[src/hw/rtl/bbr_pkg.sv]
// bbr_pkg: shared types, constants and the mean function of the 3x3 box blur
// used by bbr_cell, box_blur_3x3_rgb and bbr_checker; depends on nothing

package bbr_pkg;

  // default line store depth and register reset values
  localparam int MAX_WIDTH_DEF   = 1024;
  localparam int FrameWidthRst   = 640;
  localparam int FrameHeightRst  = 480;
  localparam int CfgDataWidth    = 16;
  localparam int RowCntWidth     = 17;

  // register indexes of the config port
  typedef enum logic [0:0] {
    REG_FRAME_WIDTH  = 1'b0,
    REG_FRAME_HEIGHT = 1'b1
  } reg_e;

  // neighbor count of one output pixel
  typedef enum logic [1:0] {
    N4 = 2'd0,
    N6 = 2'd1,
    N9 = 2'd2
  } ncode_e;

  // one rgb pixel
  typedef struct packed {
    logic [7:0] red;
    logic [7:0] green;
    logic [7:0] blue;
  } pix_t;

  // one window column: index 0 top, 1 middle, 2 bottom
  typedef pix_t [2:0] col_t;

  // masked column sum per channel
  typedef struct packed {
    logic [9:0] red;
    logic [9:0] green;
    logic [9:0] blue;
  } csum_t;

  // which outer rows of the window lie inside the frame
  typedef struct packed {
    logic top;
    logic bot;
  } rows_t;

  // per item control that travels down the pipeline
  typedef struct packed {
    logic   last;
    logic   col0;
    logic   col2;
    rows_t  rows;
    ncode_e ncode;
  } emit_ctrl_t;

  // neighbor count as a number
  function automatic logic [3:0] nval(ncode_e nc);
    logic [3:0] n;
    unique case (nc)
      N4:      n = 4'd4;
      N6:      n = 4'd6;
      N9:      n = 4'd9;
      default: n = 4'd4;
    endcase
    return n;
  endfunction

  // floor(num / (2n)) with num = 2*sum + n; reciprocal multiply for 12 and 18
  function automatic logic [7:0] mean8(logic [12:0] num, ncode_e nc);
    logic [21:0] p6;
    logic [22:0] p9;
    logic [7:0]  q;
    p6 = 22'(num[12:2]) * 22'(683);
    p9 = 23'(num[12:1]) * 23'(1821);
    unique case (nc)
      N4:      q = num[10:3];
      N6:      q = p6[18:11];
      N9:      q = p9[21:14];
      default: q = '0;
    endcase
    return q;
  endfunction

endpackage

[src/hw/rtl/bbr_cell.sv]
// bbr_cell: one window column of the blur, shifts to its neighbor and sums its rows
// depends on bbr_pkg

module bbr_cell (
  input  logic           clk_i,
  input  logic           shift_i,
  input  bbr_pkg::col_t  col_i,
  input  bbr_pkg::rows_t rows_i,
  output bbr_pkg::col_t  col_o,
  output bbr_pkg::csum_t sum_o
);

  bbr_pkg::col_t col_q;

  // take the column handed over by the neighbor
  always_ff @(posedge clk_i) begin
    if (shift_i) begin
      col_q <= col_i;
    end
  end

  assign col_o = col_q;

  // column sum per channel, outer rows masked at the frame border
  always_comb begin
    sum_o.red   = 10'(col_q[1].red)
                + (rows_i.top ? 10'(col_q[0].red) : 10'd0)
                + (rows_i.bot ? 10'(col_q[2].red) : 10'd0);
    sum_o.green = 10'(col_q[1].green)
                + (rows_i.top ? 10'(col_q[0].green) : 10'd0)
                + (rows_i.bot ? 10'(col_q[2].green) : 10'd0);
    sum_o.blue  = 10'(col_q[1].blue)
                + (rows_i.top ? 10'(col_q[0].blue) : 10'd0)
                + (rows_i.bot ? 10'(col_q[2].blue) : 10'd0);
  end

endmodule

[config.mk]
export PLATFORM = sky130hd
export DESIGN_NAME = bbr_cell
export DESIGN_NICKNAME = d
export VERILOG_FILES = /design/src/hw/rtl/bbr_pkg.sv /design/src/hw/rtl/bbr_cell.sv
export SDC_FILE = /design/constraint.sdc
export NUM_CORES = 1
export LEC_CHECK = 0
export BUFFER_PORTS_ARGS = -buffer_cell sky130_fd_sc_hd__buf_2
export CAP_MARGIN = 10
export CORE_UTILIZATION = 35
export DETAILED_ROUTE_END_ITERATION = 16
export GPL_TIMING_DRIVEN = 0
export PLACE_DENSITY = 0.63
export SYNTH_ARGS = -nofsm -noshare
export SYNTH_HDL_FRONTEND = slang
export SYNTH_SLANG_ARGS = --single-unit
[constraint.sdc]
create_clock -name clk_i -period 3.5 [get_ports clk_i]
set_input_delay 0.35 -clock clk_i [delete_from_list [all_inputs] [get_ports clk_i]]
set_output_delay 0.35 -clock clk_i [all_outputs]
set_load 0.02 [all_outputs]
# == Word-level counts from Yosys, hierarchy flattened ==
# Cells that the tools add are included.
# totals
ff_bits,72
output_inout_bits,102
word_cells,21
# op_classes
add_sub_neg,6
mux,6
# ops
cell,n
2-to-1 mux 8 bit,6
adder 9 x 8 -> 10 bit,3
adder 8 x 8 -> 9 bit,3

# == Longest topological paths before layout ==
# depth
ltp_word,3
ltp_mapped,11
mapped_depth_nobuf,10

# == Least setup slack after synthesis ==
# Ideal clock, no wire load.
# synth_timing
path_kind,reg2out
startpoint,register col_q (netlist bit col_o[1])
endpoint,output sum_o[9] (netlist name)
arrival_ps,2821
required_time_ps,3150
slack_ps,329
stages_incl_launch_ff,10
n_path_buf,0
cell_sequence,edfxtp_1 > and2_1 > fa_1 > ha_1 > inv_1 > fa_1 > nor2b_4 > o31a_1 > and2b_1 > a211oi_1
# synth_lines
element,line_no,rtl
from (decl),bbr_cell.sv:13,bbr_pkg::col_t col_q;
from (signal assigned),bbr_cell.sv:18,col_q <= col_i;
to (decl),bbr_cell.sv:10,output bbr_pkg::csum_t sum_o

==> impl_table.tex <==
\begin{tabular}{lr}
\hline
Metric & Value \\
\hline
\multicolumn{2}{l}{\textbf{Timing}} \\
\quad RSZ-0062 raised after global routing & no \\
\quad FMAX & around 300 MHz \\
\quad Number of hold violations in the final report & 0 \\
\quad Fin crit share & a little over nine tenths \\
\quad Hold slack final & around 0.19 ns \\
\quad Headroom to the max-slew limit & 38.6\% \\
\quad Final Max Tran Viols & 0 \\
\quad Number of setup violations in the final report & 0 \\
\quad Slew @ Worst Pin & roughly 0.9 ns \\
\quad Shortest clock period the worst path allows after layout & between 3 and 4 ns \\
\quad Setup TNS & 0 ns \\
\multicolumn{2}{l}{\textbf{GRT}} \\
\quad Antenna violations before repair & 0 \\
\quad Global route total overflow & 0 \\
\quad Vias in the first global route & a little under 3000 \\
\quad First-pass GRT wire length & 13.8 mm \\
\quad GRT Resource Usage Total & roughly 16\% \\
\quad Maximum number of pins on one net before global-route repair & 73 \\
\multicolumn{2}{l}{\textbf{Critical path}} \\
\quad Worst endpoint data arrival time & 2.99 ns \\
\quad Required time at the endpoint of the critical path & roughly 3.2 ns \\
\quad Worst setup path start & col\_o[1] \\
\quad Crit path max fanout & 4 \\
\quad CP Capture Point & sum\_o[9] \\
\quad Crit Path Category & reg -> out \\
\quad Element type at the critical path end & output pin \\
\quad Critical path launch point type & register \\
\multicolumn{2}{l}{\textbf{Logic synthesis}} \\
\quad Distinct cell type count after synthesis & 30 \\
\quad Count of yosys warnings during synthesis & 0 \\
\quad Flip-flop and latch count after synthesis & 72 \\
\quad Most used flip-flop cell after synthesis & edfxtp\_1 \\
\quad Fraction of synthesis flops using an asynchronous set or reset pin & 0\% \\
\quad Commonest cells post-synth & 72 x edfxtp\_1, 34 x and2\_1, 30 x inv\_1, 27 x fa\_1, 26 x nand2\_1 \\
\quad Area share of the largest cell type after synthesis & roughly 55\% \\
\quad Top cell type by total area after synthesis & edfxtp\_1 \\
\quad Post-synth design cell area & 3950 sq um \\
\quad Number of synthesized flops with an enable pin & a little over 70 \\
\quad Average cell area after synthesis & 13.3 sq um \\
\quad Cells after Synth & 298 \\
\quad Number of nets in the synthesized netlist & $\sim$420 \\
\quad Biggest area contributors in the synthesized netlist & edfxtp\_1 55\%, fa\_1 14\%, ha\_1 6.6\%, and2\_1 5.4\%, inv\_1 2.8\% \\
\quad Sequential cell area fraction in the yosys report & a little over half \\
\quad Most frequently used cell type in the post-synthesis netlist & edfxtp\_1 \\
\multicolumn{2}{l}{\textbf{CTS}} \\
\quad Maximum buffer depth of the clock tree & 2 \\
\quad Root Buffer Master & clkbuf\_16 \\
\quad Clock-pin slew reported for the worst setup and hold paths after clock tree synthesis & $\sim$0.060 ns \\
\quad Number of sinks driven by the clock tree & 72 \\
\quad TritonCTS Buffers & 9 \\
\quad TritonCTS clock tree & built \\
\quad Number of H-tree branching levels & 3 \\
\quad Post-CTS Setup Repair Bufs & 0 \\
\multicolumn{2}{l}{\textbf{Drt}} \\
\quad Total number of vias & just under 3000 \\
\quad Detail-routed net length per standard cell & $\sim$14 um \\
\quad Length of the first detailed-routing pass in iterations & 4 \\
\quad DRC violation count after routing & 0 \\
\quad Starting DRC count in detailed routing & around 110 \\
\quad Number of antenna-violating nets in the routed design & 0 \\
\quad Final WL & $\sim$9.1 mm \\
\quad Via density per instance & around 4.6 \\
\multicolumn{2}{l}{\textbf{Layout}} \\
\quad Layout cell share with drive strength beyond 1 & approximately 40\% \\
\quad Post-layout nets & 610 \\
\quad Antenna diodes & 0 \\
\quad Layout overhead on the synthesized area & 34.4\% \\
\quad Largest register FFs & 72 \\
\multicolumn{2}{l}{\textbf{Run status}} \\
\quad Status & finished, final reports clean \\
\multicolumn{2}{l}{\textbf{Floorplan}} \\
\quad Row count & 38 \\
\quad Die ar. & about 12000 sq um \\
\quad Floorplan die width & around 110 um \\
\quad Total core area & 10900 sq um \\
\quad Initial Utilization & between 30\% and 40\% \\
\quad Die Y-Extent & 108 um \\
\quad Number of top-level pins & about 180 \\
\multicolumn{2}{l}{\textbf{Pwr}} \\
\quad Leakage power & 2.44 nW \\
\quad IR drop worst, VDD & $\sim$0.00030 V \\
\quad Power per Cell Area & approximately 560 nW/um\^{}2 \\
\multicolumn{2}{l}{\textbf{Hold path}} \\
\quad Cell count of the worst hold path & 1 \\
\quad Min-delay worst type & in -> reg \\
\multicolumn{2}{l}{\textbf{Placement}} \\
\quad PortBufs & roughly 180 \\
\quad Last weighted congestion value of the routability-driven placer & approximately 0.8 \\
\quad Final HPWL from detailed placement & approximately 7.0 mm \\
\multicolumn{2}{l}{\textbf{Flow run}} \\
\quad Max-cap violations & 0 \\
\hline
\end{tabular}
==> final cells by class <==
type                       count  area, sq um
buffer                         4         25.0
clock buffer                  11          233
clock inverter                 5         47.5
fill                         991         5620
inverter                      30          113
multi-input combinational    192         1670
sequential                    72         2160
tap                          140          175
timing repair buffer         177          888
==> per-layer routing <==
layer,part of all wire (%),GRT usage (%),vias up
li1,-,-,1418
met1,42,18.9,1378
met2,49,26.3,117
met3,7.9,4.76,9
met4,1.3,6.37,0
met5,0,0,-
==> through the flow <==
stage	power, mW	cell area [sq um]	worst slack, ns	utilization, %	std cells
detailed placement	2.12	5020	-0.183	45.9	615
floorplan	1.78	3950	0.329	-	298
global route	3.16	5320	0.00270	48.6	631
finish	2.99	5320	0.161	48.6	631
CTS	3.02	5300	0.0365	48.5	631
global placement	2.11	5010	-0.185	45.9	615
==> logic make-up after synthesis <==
logic type,after synthesis,synth area share [%]
compound gates,44,6.87
xor+xnor,12,2.66
fa+ha+maj,48,20.3
buf+inv,34,3.23
flops,72,54.7
mux,2,0.506
simple gates,86,11.7
==> worst max-delay path, stage by stage, from the launching register on <==
cell and delay [ns]:
edfxtp_1 0.38, and2_1 0.18, fa_1 0.52, ha_1 0.17, inv_1 0.06, fa_1 0.44
nor2b_4 0.14, o31a_1 0.19, and2b_1 0.20, a211oi_1 0.18, buf_2 0.20
==> power breakdown <==
group	switching, mW	total (mW)	internal [mW]
logic	0.647	1.04	0.394
clock network	0.335	0.880	0.545
registers	0.0352	1.06	1.03
==> layout by cell type (no fill, tap or decap), types with 3 or more instances in the layout <==
cell / count
nor2b_1: 3
edfxtp_1: 72
buf_2: 176
ha_1: 21
o21ai_0: 7
inv_1: 30
xor2_1: 3
nor3_1: 6
clkbuf_16: 9
xnor2_1: 9
nand2_1: 26
nand3_1: 3
a21oi_1: 18
and2_1: 34
a211oi_1: 3
nor2_1: 6
o211ai_1: 4
fa_1: 27
==> worst min path at each step <==
stage	startpoint	slack (ns)	endpoint
floorplan	col_i[0]	0.45	col_o[0]
global placement	col_i[65]	0.53	col_o[65]
global route	col_i[4]	0.18	col_o[4]
detailed placement	col_i[64]	0.53	col_o[64]
CTS	col_i[4]	0.18	col_o[4]
finish	col_i[4]	0.19	col_o[4]
==> repair_timing <==
action | in CTS | in global routing
setup endpoints to repair | 6 | 6
pin swaps | 0 | 0
hold buffers | 0 | 0
resized for setup | 2 | 11
Note: power is estimated with default switching activity, not from simulation.
